===== src/rtl/drt_pkg.sv =====
// ----------------------------------------------------------------------------
// drt_pkg
// Shared types and constants of the dirty rectangle tracker.
// ----------------------------------------------------------------------------
package drt_pkg;

	localparam int DISPLAYS_DEF = 4;
	localparam int COORD_W      = 14;
	localparam int CFG_IDX_W    = 1;

	localparam logic [2:0] ACT_ADD       = 3'd0;
	localparam logic [2:0] ACT_CLOSE     = 3'd1;
	localparam logic [2:0] ACT_FULL_READ = 3'd2;
	localparam logic [2:0] ACT_MASK_READ = 3'd3;
	localparam logic [2:0] ACT_RESET     = 3'd4;

	localparam logic [CFG_IDX_W-1:0] CFG_SCREEN_W = 1'b0;
	localparam logic [CFG_IDX_W-1:0] CFG_SCREEN_H = 1'b1;

	typedef struct packed {
		logic [2:0]         action;
		logic [2:0]         display;
		logic signed [15:0] rect_x;
		logic signed [15:0] rect_y;
		logic signed [15:0] rect_w;
		logic signed [15:0] rect_h;
	} cmd_word_t;

	typedef struct packed {
		logic [2:0]         slot;
		logic               is_dirty;
		logic [COORD_W-1:0] box_x;
		logic [COORD_W-1:0] box_y;
		logic [COORD_W-1:0] box_w;
		logic [COORD_W-1:0] box_h;
		logic [7:0]         dirty_mask;
		logic               accepted;
		logic               last;
	} result_word_t;

	typedef struct packed {
		logic [COORD_W-1:0] left;
		logic [COORD_W-1:0] top;
		logic [COORD_W-1:0] width;
		logic [COORD_W-1:0] height;
	} box_t;

	typedef struct packed {
		logic               keep;
		logic [COORD_W-1:0] x1;
		logic [COORD_W-1:0] y1;
		logic [COORD_W-1:0] x2;
		logic [COORD_W-1:0] y2;
	} clip_t;

endpackage


===== src/rtl/drt_ram.sv =====
// ----------------------------------------------------------------------------
// drt_ram
// Generic single write port RAM with one registered read port.
// ----------------------------------------------------------------------------
module drt_ram #(
	parameter int WIDTH = 8,
	parameter int DEPTH = 4
) (
	input  logic                                 clk,
	input  logic                                 we,
	input  logic [(DEPTH > 1 ? $clog2(DEPTH) : 1)-1:0] waddr,
	input  logic [WIDTH-1:0]                     wdata,
	input  logic [(DEPTH > 1 ? $clog2(DEPTH) : 1)-1:0] raddr,
	output logic [WIDTH-1:0]                     rdata
);

	logic [WIDTH-1:0] mem [DEPTH];

	always_ff @(posedge clk) begin
		if (we) begin
			mem[waddr] <= wdata;
		end
		rdata <= mem[raddr];
	end

endmodule


===== src/rtl/drt_clip.sv =====
// ----------------------------------------------------------------------------
// drt_clip
// Clips an incoming rectangle to the screen and flags it when it stays
// non-empty.
// ----------------------------------------------------------------------------
module drt_clip (
	input  logic signed [15:0]          rect_x,
	input  logic signed [15:0]          rect_y,
	input  logic signed [15:0]          rect_w,
	input  logic signed [15:0]          rect_h,
	input  logic [drt_pkg::COORD_W-1:0] scr_width,
	input  logic [drt_pkg::COORD_W-1:0] scr_height,
	output drt_pkg::clip_t              clip
);

	logic signed [16:0] x1, y1, x2, y2;
	logic signed [16:0] cx1, cy1, cx2, cy2;
	logic signed [16:0] sw, sh;

	always_comb begin
		sw  = $signed({3'b000, scr_width});
		sh  = $signed({3'b000, scr_height});
		x1  = $signed({rect_x[15], rect_x});
		y1  = $signed({rect_y[15], rect_y});
		x2  = x1 + $signed({rect_w[15], rect_w});
		y2  = y1 + $signed({rect_h[15], rect_h});
		cx1 = (x1 < 17'sd0) ? 17'sd0 : x1;
		cy1 = (y1 < 17'sd0) ? 17'sd0 : y1;
		cx2 = (x2 > sw) ? sw : x2;
		cy2 = (y2 > sh) ? sh : y2;
		clip.keep = (scr_width != '0) && (scr_height != '0) && (cx1 < cx2) && (cy1 < cy2);
		clip.x1   = cx1[drt_pkg::COORD_W-1:0];
		clip.y1   = cy1[drt_pkg::COORD_W-1:0];
		clip.x2   = cx2[drt_pkg::COORD_W-1:0];
		clip.y2   = cy2[drt_pkg::COORD_W-1:0];
	end

endmodule


===== src/rtl/dirty_rect_tracker.sv =====
// ----------------------------------------------------------------------------
// dirty_rect_tracker
// Keeps one damage rectangle per display, merging added rectangles into a
// bounding box, with close-write marking and full or mask reads that clear.
// ----------------------------------------------------------------------------
// Channel  Handshake     Payload
// cmd      start, busy   cmd    (drt_pkg::cmd_word_t)
// result   strobe        result (drt_pkg::result_word_t)
// config   cfg_we        cfg_index, cfg_data
//
// An add or close keeps busy high to clip against the box read from RAM at
// acceptance and then update, and its word appears on the cycle after.
// A full read keeps busy high while the box RAM is walked and gives one word per
// cycle, one entry per cycle.
// A mask read and a reset action do not raise busy; the word follows next cycle.
// After reset all slots are clean and the screen size is zero.
// Results cannot be stalled.
// ----------------------------------------------------------------------------
module dirty_rect_tracker #(
	parameter int DISPLAYS = drt_pkg::DISPLAYS_DEF
) (
	input  logic                             clk,
	input  logic                             arst_n,
	input  logic                             start,
	output logic                             busy,
	input  drt_pkg::cmd_word_t               cmd,
	output logic                             strobe,
	output drt_pkg::result_word_t            result,
	input  logic                             cfg_we,
	input  logic [drt_pkg::CFG_IDX_W-1:0]    cfg_index,
	input  logic [drt_pkg::COORD_W-1:0]      cfg_data
);

	localparam int DW = (DISPLAYS > 1) ? $clog2(DISPLAYS) : 1;
	localparam int CW = drt_pkg::COORD_W;

	typedef enum logic [3:0] {
		S_IDLE = 4'b0001,
		S_CLIP = 4'b0010,
		S_UPD  = 4'b0100,
		S_WALK = 4'b1000
	} state_t;

	state_t                state_q;
	logic [DISPLAYS-1:0]   flag_q;
	logic [DISPLAYS-1:0]   whr_q;
	logic [DISPLAYS-1:0]   mask_q;
	logic [DW-1:0]         idx_q;
	logic [CW-1:0]         sw_q, sh_q;
	logic                  strobe_q;
	drt_pkg::result_word_t result_q;

	drt_pkg::cmd_word_t    cmd_s1;
	logic                  ok_s1;
	logic [DW-1:0]         di_s1;
	drt_pkg::clip_t        clip_s1;
	drt_pkg::box_t         box_s1;

	logic                  accept, ok_in;
	logic [DW-1:0]         di_in;
	logic [DW-1:0]         rd_addr;
	logic [$bits(drt_pkg::box_t)-1:0] rd_data;
	drt_pkg::box_t         rd_box;
	drt_pkg::clip_t        clip;

	logic                  is_add;
	logic                  upd_flag, upd_acc, upd_we, old_area;
	drt_pkg::box_t         upd_box, merge_box;
	logic [CW:0]           ox2, oy2, nx2, ny2;
	logic [CW-1:0]         nx1, ny1;
	logic                  walk_last;
	logic                  strobe_d;
	drt_pkg::result_word_t result_d;

	assign accept = start && (state_q == S_IDLE);
	assign busy   = (state_q != S_IDLE);
	assign strobe = strobe_q;
	assign result = result_q;
	assign ok_in  = ({1'b0, cmd.display} < 4'(DISPLAYS));
	assign di_in  = cmd.display[DW-1:0];
	assign walk_last = (idx_q == DW'(DISPLAYS - 1));
	assign rd_box = rd_data;

	always_comb begin
		if (state_q == S_WALK) begin
			rd_addr = DW'(idx_q + 1'b1);
		end else if (cmd.action == drt_pkg::ACT_FULL_READ) begin
			rd_addr = '0;
		end else begin
			rd_addr = di_in;
		end
	end

	drt_ram #(
		.WIDTH ($bits(drt_pkg::box_t)),
		.DEPTH (DISPLAYS)
	) u_box_ram (
		.clk   (clk),
		.we    (upd_we),
		.waddr (di_s1),
		.wdata (upd_box),
		.raddr (rd_addr),
		.rdata (rd_data)
	);

	drt_clip u_clip (
		.rect_x     (cmd_s1.rect_x),
		.rect_y     (cmd_s1.rect_y),
		.rect_w     (cmd_s1.rect_w),
		.rect_h     (cmd_s1.rect_h),
		.scr_width  (sw_q),
		.scr_height (sh_q),
		.clip       (clip)
	);

	always_comb begin
		old_area = (box_s1.width != '0) && (box_s1.height != '0);
		ox2 = {1'b0, box_s1.left} + {1'b0, box_s1.width};
		oy2 = {1'b0, box_s1.top} + {1'b0, box_s1.height};
		if (old_area) begin
			nx1 = (clip_s1.x1 < box_s1.left) ? clip_s1.x1 : box_s1.left;
			ny1 = (clip_s1.y1 < box_s1.top) ? clip_s1.y1 : box_s1.top;
			nx2 = ({1'b0, clip_s1.x2} > ox2) ? {1'b0, clip_s1.x2} : ox2;
			ny2 = ({1'b0, clip_s1.y2} > oy2) ? {1'b0, clip_s1.y2} : oy2;
		end else begin
			nx1 = clip_s1.x1;
			ny1 = clip_s1.y1;
			nx2 = {1'b0, clip_s1.x2};
			ny2 = {1'b0, clip_s1.y2};
		end
		merge_box.left   = nx1;
		merge_box.top    = ny1;
		merge_box.width  = CW'(nx2 - {1'b0, nx1});
		merge_box.height = CW'(ny2 - {1'b0, ny1});

		is_add   = (cmd_s1.action == drt_pkg::ACT_ADD);
		upd_box  = box_s1;
		upd_flag = flag_q[di_s1];
		upd_acc  = 1'b0;
		upd_we   = 1'b0;
		if (state_q == S_UPD && ok_s1) begin
			if (is_add) begin
				if (clip_s1.keep) begin
					upd_box  = merge_box;
					upd_flag = 1'b1;
					upd_acc  = 1'b1;
					upd_we   = 1'b1;
				end
			end else begin
				if (!whr_q[di_s1]) begin
					if (old_area) begin
						upd_flag = 1'b1;
					end else if (sw_q != '0 && sh_q != '0) begin
						upd_flag       = 1'b1;
						upd_box.left   = '0;
						upd_box.top    = '0;
						upd_box.width  = sw_q;
						upd_box.height = sh_q;
						upd_we         = 1'b1;
					end
				end
				upd_acc = upd_flag;
			end
		end
	end

	always_comb begin
		strobe_d = 1'b0;
		result_d = result_q;
		unique case (state_q)
			S_IDLE: begin
				if (accept) begin
					result_d      = '0;
					result_d.last = 1'b1;
					if (cmd.action == drt_pkg::ACT_MASK_READ) begin
						result_d.dirty_mask = 8'(flag_q);
					end else begin
						result_d.slot = cmd.display;
					end
					strobe_d = (cmd.action == drt_pkg::ACT_MASK_READ) ||
						(cmd.action == drt_pkg::ACT_RESET);
				end
			end
			S_UPD: begin
				strobe_d          = 1'b1;
				result_d          = '0;
				result_d.slot     = cmd_s1.display;
				result_d.accepted = upd_acc;
				result_d.last     = 1'b1;
				if (ok_s1 && upd_flag) begin
					result_d.is_dirty = 1'b1;
					result_d.box_x    = upd_box.left;
					result_d.box_y    = upd_box.top;
					result_d.box_w    = upd_box.width;
					result_d.box_h    = upd_box.height;
				end
			end
			S_WALK: begin
				strobe_d            = 1'b1;
				result_d            = '0;
				result_d.slot       = 3'(idx_q);
				result_d.dirty_mask = 8'(mask_q);
				result_d.last       = walk_last;
				if (mask_q[idx_q]) begin
					result_d.is_dirty = 1'b1;
					result_d.box_x    = rd_box.left;
					result_d.box_y    = rd_box.top;
					result_d.box_w    = rd_box.width;
					result_d.box_h    = rd_box.height;
				end
			end
			default: ;
		endcase
	end

	always_ff @(posedge clk or negedge arst_n) begin
		if (!arst_n) begin
			state_q  <= S_IDLE;
			flag_q   <= '0;
			whr_q    <= '0;
			mask_q   <= '0;
			idx_q    <= '0;
			sw_q     <= '0;
			sh_q     <= '0;
			strobe_q <= 1'b0;
		end else begin
			strobe_q <= strobe_d;
			if (cfg_we) begin
				unique case (cfg_index)
					drt_pkg::CFG_SCREEN_W: sw_q <= cfg_data;
					drt_pkg::CFG_SCREEN_H: sh_q <= cfg_data;
					default: ;
				endcase
			end
			unique case (state_q)
				S_IDLE: begin
					if (accept) begin
						case (cmd.action) inside
							drt_pkg::ACT_ADD, drt_pkg::ACT_CLOSE: begin
								state_q <= S_CLIP;
							end
							drt_pkg::ACT_FULL_READ: begin
								mask_q  <= flag_q;
								flag_q  <= '0;
								idx_q   <= '0;
								state_q <= S_WALK;
							end
							drt_pkg::ACT_MASK_READ: begin
								flag_q <= '0;
							end
							drt_pkg::ACT_RESET: begin
								if (ok_in) begin
									flag_q[di_in] <= 1'b0;
									whr_q[di_in]  <= 1'b0;
								end
							end
							default: ;
						endcase
					end
				end
				S_CLIP: begin
					state_q <= S_UPD;
				end
				S_UPD: begin
					if (ok_s1) begin
						flag_q[di_s1] <= upd_flag;
						if (is_add) begin
							if (clip_s1.keep) begin
								whr_q[di_s1] <= 1'b1;
							end
						end else begin
							whr_q[di_s1] <= 1'b0;
						end
					end
					state_q <= S_IDLE;
				end
				S_WALK: begin
					if (walk_last) begin
						state_q <= S_IDLE;
					end else begin
						idx_q <= DW'(idx_q + 1'b1);
					end
				end
				default: state_q <= S_IDLE;
			endcase
		end
	end

	always_ff @(posedge clk) begin
		result_q <= result_d;
		unique case (state_q)
			S_IDLE: begin
				if (accept) begin
					cmd_s1 <= cmd;
					ok_s1  <= ok_in;
					di_s1  <= di_in;
				end
			end
			S_CLIP: begin
				clip_s1 <= clip;
				box_s1  <= flag_q[di_s1] ? rd_box : '0;
			end
			default: ;
		endcase
	end

	a_read_clears: assert property (@(posedge clk) disable iff (!arst_n)
		accept && (cmd.action == drt_pkg::ACT_FULL_READ ||
		cmd.action == drt_pkg::ACT_MASK_READ) |=> flag_q == '0)
		else $error("read did not clear the dirty flags");

	a_partial_in_walk: assert property (@(posedge clk) disable iff (!arst_n)
		strobe_q && !result_q.last |-> state_q == S_WALK)
		else $error("non-final word outside a full read");

	a_dirty_has_area: assert property (@(posedge clk) disable iff (!arst_n)
		strobe_q && result_q.is_dirty |-> result_q.box_w != '0 && result_q.box_h != '0)
		else $error("dirty word reported with an empty box");

endmodule

===== config.mk =====
export PLATFORM = sky130hd
export DESIGN_NAME = dirty_rect_tracker
export DESIGN_NICKNAME = d
export VERILOG_FILES = /design/src/rtl/drt_pkg.sv /design/src/rtl/drt_ram.sv /design/src/rtl/drt_clip.sv /design/src/rtl/dirty_rect_tracker.sv
export SDC_FILE = /design/constraint.sdc
export NUM_CORES = 1
export LEC_CHECK = 0
export ABC_AREA = 0
export BUFFER_PORTS_ARGS = -buffer_cell sky130_fd_sc_hd__clkbuf_2
export CORE_AREA = 2 2 215 217
export CTS_CLUSTER_DIAMETER = 40
export DETAILED_ROUTE_END_ITERATION = 16
export DIE_AREA = 0 0 217 219
export PLACE_DENSITY_LB_ADDON = 0.08
export SYNTH_ARGS = -nofsm -noshare
export SYNTH_HDL_FRONTEND = slang
export SYNTH_SLANG_ARGS = --single-unit

===== constraint.sdc =====
create_clock -name clk -period 19 [get_ports clk]
set_input_delay 2.85 -clock clk [delete_from_list [all_inputs] [get_ports clk]]
set_output_delay 2.85 -clock clk [all_outputs]
set_load 0.02 [all_outputs]

==> tab_implementation.tex, run 1 <==
\begin{tabular}{lr}
\hline
Metric & Value \\
\hline
\multicolumn{2}{l}{\textbf{Final layout}} \\
\quad End-of-flow core utilization & 73.3\% \\
\quad Nets & 2717 \\
\quad Number of antenna cells inserted & 0 \\
\quad Layout overhead on the synthesized area & 13.8\% \\
\quad Share of cells above drive strength 1 & a little under a fifth \\
\quad Layout filler cell count & between 2000 and 3000 \\
\multicolumn{2}{l}{\textbf{STA}} \\
\quad Minimum clock period after layout & 7650 ps \\
\quad Setup ws final & 11350 ps \\
\quad Worst-case hold slack & 533 ps \\
\quad Final setup fails & 0 \\
\quad Worst clock skew & 29.9 ps \\
\quad Final critical-path share of the clock period & 40.3\% \\
\quad Maximum achievable frequency & 131 MHz \\
\quad Worst-margin pin slew & 1090 ps \\
\quad Final hold violations & 0 \\
\quad Unrepaired setup endpoints after global routing & no \\
\quad Sum of negative setup slack & 0 ps \\
\quad Relative slew slack & 27.4\% \\
\quad Max-slew violation count & 0 \\
\multicolumn{2}{l}{\textbf{CTS}} \\
\quad Number of buffers added by the clock tree synthesis step & 75 \\
\quad Maximum level of the CTS H-tree & 3 \\
\quad Post-CTS Hold Fix Bufs & 0 \\
\quad TritonCTS clock tree & yes \\
\quad Number of sinks on the clock net & 577 \\
\quad Clock transition time at the flip-flop clock pins of the worst setup and hold paths & 60 ps \\
\quad Number of gates resized after cts & 0 \\
\quad Skew-Pair Late Insertion Delay & 610 ps \\
\quad Cell at the root of the clock tree & sky130\_fd\_sc\_hd\_\_clkbuf\_16 \\
\quad Buffer depth of the longest clock path & 3 \\
\quad Post-CTS setup repair buffer count & 0 \\
\multicolumn{2}{l}{\textbf{Logic synthesis}} \\
\quad Unique cell type count in the Yosys netlist & 97 \\
\quad Number of enable flip-flop cells after synthesis & 474 \\
\quad Yosys reg bits & 577 \\
\quad Synth Instances & 2232 \\
\quad Dominant register cell in the synthesized netlist & sky130\_fd\_sc\_hd\_\_edfxtp\_1 \\
\quad Register area share after synthesis & 56.9\% \\
\quad Total standard cell area after synthesis & 29100 um\^{}2 \\
\quad Avg Synthesized Cell Area & 13.0 um\^{}2 \\
\quad Yosys warning total & 0 \\
\quad Async S/R FF share, synth & 8.15\% \\
\multicolumn{2}{l}{\textbf{Worst setup path}} \\
\quad End of the worst register-to-register path & clip\_s1[56]\$\_DFFE\_PP\_ \\
\quad Required time worst endpoint & between 15000 and 20000 ps \\
\quad Maximum fanout count along the critical path & 18 \\
\quad Start-to-end type of the worst setup path & reg -> reg \\
\quad Master of the slowest instance on the critical path & sky130\_fd\_sc\_hd\_\_a21o\_1 \\
\quad Register-to-Register Setup Slack & 11350 ps \\
\quad Nature of the critical path startpoint & flop \\
\quad Crit. End Element & flop \\
\quad Delay of the slowest cell on the worst path & 660 ps \\
\quad Most repeated library cell on the critical path & sky130\_fd\_sc\_hd\_\_a21o\_1 \\
\quad Depth of the worst register-to-register path & 28 \\
\quad CP Data Arrival Time & roughly 8000 ps \\
\quad Start point of the critical path & cmd\_s1[32]\$\_DFFE\_PP\_ \\
\quad Origin of the critical flop-to-flop path & cmd\_s1[32]\$\_DFFE\_PP\_ \\
\multicolumn{2}{l}{\textbf{Placed design}} \\
\quad Final weighted congestion of routability-driven global placement & 0.992 \\
\quad HPWL reported at the end of detailed placement & 55100 um \\
\quad Port Buf Inserts & about 160 \\
\quad Worst slack after detailed placement & $\sim$12000 ps \\
\multicolumn{2}{l}{\textbf{Power and ir drop}} \\
\quad Power per cell area & $\sim$110 nW/um\^{}2 \\
\quad IR drop worst, VDD & 94.0 uV \\
\quad Total power after layout & roughly 0.0037 W \\
\quad Leakage & 13.2 nW \\
\multicolumn{2}{l}{\textbf{Drt}} \\
\quad Highest metal layer with signal wires & met4 \\
\quad Initial drt markers & 1817 \\
\quad Remaining design rule violation count & 0 \\
\quad Routed wire length & around 80000 um \\
\quad Met3 Wirelength & roughly 5000 um \\
\quad Length of the first detailed-routing pass in iterations & 5 \\
\quad Post-route met1 wirelength & 31300 um \\
\quad Ratio of routed vias to standard cells & 6.47 \\
\quad Detailed-routed wire length on met2 & 39400 um \\
\quad Number of nets with antenna violations after detailed routing & 0 \\
\quad Per-cell routed wire length & 26.0 um \\
\quad Routed via count & $\sim$20000 \\
\multicolumn{2}{l}{\textbf{Hold path}} \\
\quad Hold Startpoint & u\_box\_ram.rdata[7]\$\_DFF\_P\_ \\
\quad Hold depth & 1 \\
\quad Path class of the lowest-slack min-delay path & reg -> reg \\
\quad Worst Hold End & box\_s1[7]\$\_SDFFCE\_PP0P\_ \\
\multicolumn{2}{l}{\textbf{Die}} \\
\quad Number of cell rows & 78 \\
\quad X dimension of the die & 217 um \\
\quad Area enclosed by the die boundary & 47500 um\^{}2 \\
\quad Number of top-level design ports & roughly 160 \\
\quad Core area & 45100 um\^{}2 \\
\quad Initial Util & about 64\% \\
\quad Vert. Die Dim & approximately 220 um \\
\multicolumn{2}{l}{\textbf{Global routing}} \\
\quad Initial antenna violation count & 0 \\
\quad Grt total ovfl & 0 \\
\quad Combined global-route utilization of all metal layers & about a third \\
\quad Global-route wire length before repair & 121000 um \\
\quad Largest net degree at the start of global routing & between 70 and 80 \\
\quad Vias in the first global route & 20300 \\
\multicolumn{2}{l}{\textbf{Job}} \\
\quad Max-cap viol count & 0 \\
\multicolumn{2}{l}{\textbf{Outcome}} \\
\quad Result of the run & complete, no violations \\
\hline
\end{tabular}
[final cells by class]
class	count	area [um^2]	area share, %
sequential	577	16500	50.0
timing repair buffer	187	1010	3.06
tap	600	751	2.27
multi-input combinational	1445	11700	35.5
clock buffer	86	1970	5.96
clock inverter	54	551	1.66
inverter	135	507	1.53
[sequential cells by signal (all words and copies together), names as in the netlist, named ones only]
register         flops
u_box_ram.mem      224
cmd_s1              70
result              66
clip_s1             57
box_s1              56
u_box_ram.rdata     56
sh_q                14
sw_q                14
flag_q               4
mask_q               4
state_q              4
idx_q                2
ok_s1                1
strobe               1
[cell usage in the layout (no fill, tap or decap), drive strengths merged, types with 24 or more instances in the layout]
cell type	count
edfxtp	474
clkbuf	242
ha	201
inv	158
nand2	141
o21ai	119
a21oi	106
nor2	101
and2	65
mux2i	63
mux4	59
dfxtp	56
a21o	46
dfrtp	46
nor2b	45
a22o	42
xnor2	34
mux2	33
nand3	31
buf	31
xor2	28
nor3	28
o21a	24
[per-stage QoR]
step | instances | instance area, um^2
floorplan | 2235 | 29100
global placement | 2944 | 30500
detailed placement | 2944 | 30500
CTS | 3084 | 33100
global route | 3084 | 33100
finish | 3084 | 33100
[critical path, delay by kind of cell, from the launching register on]
| kind | cells | cell delay, ps |
|---|---|---|
| fa+ha+maj | 4 | 1180 |
| flops | 1 | 380 |
| compound gates | 16 | 4280 |
| simple gates | 6 | 1160 |
| buf+inv | 1 | 60 |
| mux | 1 | 430 |
[cells in the mapped netlist (all sizes together) (9+ instances only)]
library cell	count	area, um^2
nand3	31	155
a31oi	15	109
edfxtp	474	14200
o221a	9	119
a21oi	106	542
o211ai	10	85.1
nand2	141	539
a21boi	13	97.6
buf	29	183
and2	65	407
a22o	42	368
mux4	59	1330
ha	201	2510
nand4	21	131
mux2i	63	634
o21a	24	180
o22ai	22	169
dfrtp	46	1150
o2111ai	12	105
xnor2	34	298
nor2b	45	282
or3	12	80.1
clkbuf	49	185
xor2	28	245
o21ai	119	599
inv	135	507
a211oi	13	103
nor2	101	379
mux2	33	372
nand2b	15	93.8
nor3	28	151
dfxtp	56	1120
a21o	46	345
nor4	18	113
[cells by family after synthesis]
family / Yosys count / synth area share [%]
AO/OA/AOI/OAI: 510 / 12.2
buffers and inverters: 213 / 3.01
AND/OR/NAND/NOR: 506 / 8.87
other: 1 / 0.0129
multiplexers: 155 / 8.04
adder cells (fa/ha/maj): 207 / 9.07
XOR/XNOR: 63 / 1.95
flip-flops: 577 / 56.9
[how the worst max path moves through the flow]
stage                         endpoint  slack [ps]  cells after the start
2_1_floorplan  box_s1[0]$_SDFFCE_PP0P_        6000                      1
3_3_place_gp     clip_s1[56]$_DFFE_PP_       11540                     28
3_5_place_dp     clip_s1[56]$_DFFE_PP_       11520                     28
4_1_cts          clip_s1[56]$_DFFE_PP_       11430                     28
5_1_grt          clip_s1[56]$_DFFE_PP_       10880                     28
6_report         clip_s1[56]$_DFFE_PP_       11350                     28
[where the power goes]
part	internal (W)	total (W)	switching, W
clock network	0.000827	0.00141	0.000588
logic	0.000283	0.000715	0.000432
registers	0.00147	0.00152	0.0000576
total	0.00257	0.00365	0.00108
[routing by layer]
metal	track usage (%)	up-vias
met2	57.8	883
li1	-	8914
met1	42.8	9922
met5	0	-
met4	19.4	0
met3	4.93	247
Note: power is estimated with default switching activity, not from simulation.
==> inputs of run 2 (changes only) <==
--- a/config.mk
+++ b/config.mk
@@ -5,12 +5,12 @@
 export SDC_FILE = /design/constraint.sdc
 export NUM_CORES = 1
 export LEC_CHECK = 0
-export ABC_AREA = 0
+export ABC_AREA = 1
 export BUFFER_PORTS_ARGS = -buffer_cell sky130_fd_sc_hd__clkbuf_2
-export CORE_AREA = 2 2 215 217
+export CORE_AREA = 2 2 235 237
 export CTS_CLUSTER_DIAMETER = 40
 export DETAILED_ROUTE_END_ITERATION = 16
-export DIE_AREA = 0 0 217 219
+export DIE_AREA = 0 0 237 239
 export PLACE_DENSITY_LB_ADDON = 0.08
 export SYNTH_ARGS = -nofsm -noshare
 export SYNTH_HDL_FRONTEND = slang
==> constraint.sdc (replaced) <==
create_clock -name clk -period 6.5 [get_ports clk]
set_input_delay 0.975 -clock clk [delete_from_list [all_inputs] [get_ports clk]]
set_output_delay 0.975 -clock clk [all_outputs]
set_load 0.02 [all_outputs]
==> run 2 against run 1 <==
Against the previous run:
- fmax grew 25%
- register-to-register slack lost 11000 ps
- core utilization shrank 9.9 points
- via count grew 16%
- first-iteration DRC count grew 29%
- sequential share of layout area shrank 2.0 points
- global-route usage shrank 3.6 points
- setup slack lost 11000 ps
- power grew to 4.0 times the previous value
- sequential cell count is the same
- synthesized cell count grew 37%
- hold slack lost 83 ps
- critical path type unchanged
- largest power group unchanged
==> tab_implementation.tex, run 2 <==
\begin{tabular}{lr}
\hline
Metric & Value \\
\hline
\multicolumn{2}{l}{\textbf{Drt}} \\
\quad Ratio of routed vias to standard cells & 5.78 \\
\quad Per-cell routed wire length & around 22 um \\
\quad Routed wire length & 86400 um \\
\quad Length of the first detailed-routing pass in iterations & 5 \\
\quad Remaining design rule violation count & 0 \\
\quad Number of nets with antenna violations after detailed routing & 0 \\
\quad Initial drt markers & 2344 \\
\quad Routed via count & 23200 \\
\multicolumn{2}{l}{\textbf{Power and ir drop}} \\
\quad P\_sw & 0.00536 W \\
\quad Power per cell area & roughly 420 nW/um\^{}2 \\
\quad Total power after layout & around 0.014 W \\
\quad Leakage & 14.6 nW \\
\quad Clock network fraction of total power & 32.0\% \\
\quad IR drop worst, VDD & 283 uV \\
\quad Switching Fraction & 37.0\% \\
\quad Combinational Power Share & 33.7\% \\
\quad Part of the total power dissipated in sequential elements & 34.3\% \\
\quad Internal power & 0.00912 W \\
\multicolumn{2}{l}{\textbf{STA}} \\
\quad Final critical-path share of the clock period & about 94\% \\
\quad Sum of negative setup slack & 0 ps \\
\quad Final hold violations & 0 \\
\quad Unrepaired setup endpoints after global routing & no \\
\quad Relative slew slack & 15.8\% \\
\quad Maximum achievable frequency & around 160 MHz \\
\quad Worst clock skew & 26.8 ps \\
\quad Worst-margin pin slew & approximately 1300 ps \\
\quad Worst-case hold slack & approximately 450 ps \\
\quad Final setup fails & 0 \\
\quad Minimum clock period after layout & 6110 ps \\
\quad Setup ws final & approximately 390 ps \\
\quad Max-slew violation count & 0 \\
\multicolumn{2}{l}{\textbf{Die}} \\
\quad Area enclosed by the die boundary & 56600 um\^{}2 \\
\quad Vert. Die Dim & 239 um \\
\quad Number of cell rows & 86 \\
\quad Core area & roughly 54000 um\^{}2 \\
\quad Initial Util & 55.2\% \\
\quad X dimension of the die & 237 um \\
\quad Number of top-level design ports & 161 \\
\multicolumn{2}{l}{\textbf{CTS}} \\
\quad Maximum level of the CTS H-tree & 3 \\
\quad Clock transition time at the flip-flop clock pins of the worst setup and hold paths & $\sim$50 ps \\
\quad Number of buffers added by the clock tree synthesis step & slightly above 80 \\
\quad Cell at the root of the clock tree & sky130\_fd\_sc\_hd\_\_clkbuf\_16 \\
\quad Number of sinks on the clock net & 577 \\
\quad Post-CTS Hold Fix Bufs & 0 \\
\quad TritonCTS clock tree & yes \\
\quad Buffer depth of the longest clock path & 3 \\
\quad Skew-Pair Late Insertion Delay & 630 ps \\
\multicolumn{2}{l}{\textbf{Final layout}} \\
\quad Post-route standard cell area excluding fillers & $\sim$34000 um\^{}2 \\
\quad Area of combinational cells with multiple inputs & 11500 um\^{}2 \\
\quad Share of cells above drive strength 1 & 12.1\% \\
\quad Nets & 3527 \\
\quad Layout overhead on the synthesized area & 14.8\% \\
\quad Sequential cell area & between 15000 and 20000 um\^{}2 \\
\quad Flip-flop count of the largest register after layout & roughly 220 \\
\quad Layout filler cell count & 4427 \\
\quad Most frequent standard cell in the layout excluding fill and tap cells & sky130\_fd\_sc\_hd\_\_edfxtp\_1 \\
\quad Register with the most flip-flops & u\_box\_ram.mem \\
\quad Highest-count cells in the layout ignoring fill and taps & 474 x sky130\_fd\_sc\_hd\_\_edfxtp\_1, 452 x sky130\_fd\_sc\_hd\_\_nand2\_1, 413 x sky130\_fd\_sc\_hd\_\_inv\_1 \\
\multicolumn{2}{l}{\textbf{Logic synthesis}} \\
\quad Dominant register cell in the synthesized netlist & sky130\_fd\_sc\_hd\_\_edfxtp\_1 \\
\quad Unique cell type count in the Yosys netlist & 59 \\
\quad Total standard cell area after synthesis & 30000 um\^{}2 \\
\quad Most frequent cell after synthesis & sky130\_fd\_sc\_hd\_\_edfxtp\_1 \\
\quad Register area share after synthesis & 55.1\% \\
\quad Proportion of netlist area held by the largest area contributor & 47.4\% \\
\quad Avg Synthesized Cell Area & between 9 and 10 um\^{}2 \\
\quad Number of enable flip-flop cells after synthesis & 474 \\
\quad Biggest area consumer among synthesized cells & sky130\_fd\_sc\_hd\_\_edfxtp\_1 \\
\quad Synth Instances & 3055 \\
\quad Top cells by area in the synthesized netlist & sky130\_fd\_sc\_hd\_\_edfxtp\_1 47\%, sky130\_fd\_sc\_hd\_\_ha\_1 8.4\%, sky130\_fd\_sc\_hd\_\_nand2\_1 5.7\% \\
\quad Async S/R FF share, synth & 8.15\% \\
\quad Most frequent cells after synthesis & 474 x sky130\_fd\_sc\_hd\_\_edfxtp\_1, 454 x sky130\_fd\_sc\_hd\_\_nand2\_1, 416 x sky130\_fd\_sc\_hd\_\_inv\_1 \\
\quad Yosys reg bits & 577 \\
\quad Yosys warning total & 0 \\
\multicolumn{2}{l}{\textbf{Worst setup path}} \\
\quad Nature of the critical path startpoint & flop \\
\quad Maximum fanout count along the critical path & 9 \\
\quad Origin of the critical flop-to-flop path & box\_s1[42]\$\_SDFFCE\_PP0P\_ \\
\quad Crit. End Element & flop \\
\quad Required time worst endpoint & 6830 ps \\
\quad CP Data Arrival Time & between 6000 and 7000 ps \\
\quad Start point of the critical path & box\_s1[42]\$\_SDFFCE\_PP0P\_ \\
\quad Master of the slowest instance on the critical path & sky130\_fd\_sc\_hd\_\_edfxtp\_1 \\
\quad Start-to-end type of the worst setup path & reg -> reg \\
\quad Delay of the slowest cell on the worst path & 450 ps \\
\multicolumn{2}{l}{\textbf{Global routing}} \\
\quad Combined global-route utilization of all metal layers & 30.7\% \\
\quad Grt total ovfl & 0 \\
\quad Initial antenna violation count & 4 \\
\quad Largest net degree at the start of global routing & 76 \\
\quad Vias in the first global route & 22400 \\
\quad Global-route wire length before repair & around 130000 um \\
\multicolumn{2}{l}{\textbf{Placed design}} \\
\quad Placed Instance Area & approximately 32000 um\^{}2 \\
\quad Port Buf Inserts & between 150 and 200 \\
\quad Final weighted congestion of routability-driven global placement & between 0.9 and 1 \\
\quad HPWL reported at the end of detailed placement & 62700 um \\
\quad Worst slack after detailed placement & just over 500 ps \\
\multicolumn{2}{l}{\textbf{Outcome}} \\
\quad Result of the run & complete, no violations \\
\multicolumn{2}{l}{\textbf{Hold path}} \\
\quad Path class of the lowest-slack min-delay path & in -> async \\
\multicolumn{2}{l}{\textbf{Job}} \\
\quad Max-cap viol count & 0 \\
\hline
\end{tabular}
-- run 2: cells by family (layout without fill, tap and decap cells) --
kind of cell               after synthesis  count (layout)  synth area share, %
AOI/OAI and AO/OA                      733             733                 14.2
xor gates and xnor gates                65              65                 1.90
adders and majority gates              207             207                 8.78
buffers and inverters                  533             776                 6.93
DFF                                    577             577                 55.1
other                                    1               8               0.0125
and+or+nand+nor                        939             939                 13.2
-- run 2: layer usage --
metal  vias up  wire, um  track usage [%]
met5         -        12                0
met2       997     36800             44.9
met1     11000     39400             46.2
li1      11000         -                -
met4         2      2200             8.86
met3       154      7910             6.40
-- run 2: per-stage QoR --
stage / util, % / cells
final: 63.4 / 4009
after global routing: 63.4 / 4005
after CTS: 63.4 / 4005
after detailed placement: 58.1 / 3851
after global placement: 58.1 / 3851
after floorplan: - / 3058
-- run 2: power groups by stage --
| stage | logic (W) | clock network [W] | registers (W) |
|---|---|---|---|
| 6_report | 0.00488 | 0.00463 | 0.00497 |
| 5_1_grt | 0.00546 | 0.00485 | 0.00502 |
| 4_1_cts | 0.00483 | 0.00470 | 0.00497 |
| 3_5_place_dp | 0.00481 | 0 | 0.00504 |
| 3_3_place_gp | 0.00472 | 0 | 0.00503 |
| 2_1_floorplan | 0.00325 | 0 | 0.00514 |
-- run 2: area by class of cell --
class,count,share of cell area [%]
multi-input cells,1948,33.4
inverters,435,4.74
clock inverters,53,2.03
diodes,4,0.0290
flip-flops and latches,577,48.0
repair buffers,187,2.94
well taps,704,2.56
clock buffers,101,6.37
-- run 2: final timing paths --
path                                             to  slack [ps]  cells past startpoint
max in group asynchronous       sh_q[2]$_DFFE_PN0P_        5610                      2
hold / removal               state_q[1]$_DFFE_PN0P_         450                      2
setup / recovery           result[36]$_SDFFCE_PP0P_         390                     29
min in group clk              mask_q[3]$_DFFE_PN0P_         490                      2
setup reg to reg           result[36]$_SDFFCE_PP0P_         390                     29
hold reg to reg               mask_q[3]$_DFFE_PN0P_         490                      2
-- run 2: repair_timing --
item                                    CTS  global route
resized for setup                         0             2
endpoints found under the setup margin    0             6
buffers inserted                          0             0
-- run 2: critical path, delay by kind of cell (launching register included) --
family / cells / cell delay, ps
flops: 1 / 450
compound gates: 9 / 1850
xor+xnor: 2 / 370
buf+inv: 2 / 390
simple gates: 11 / 1170
fa+ha+maj: 5 / 1620
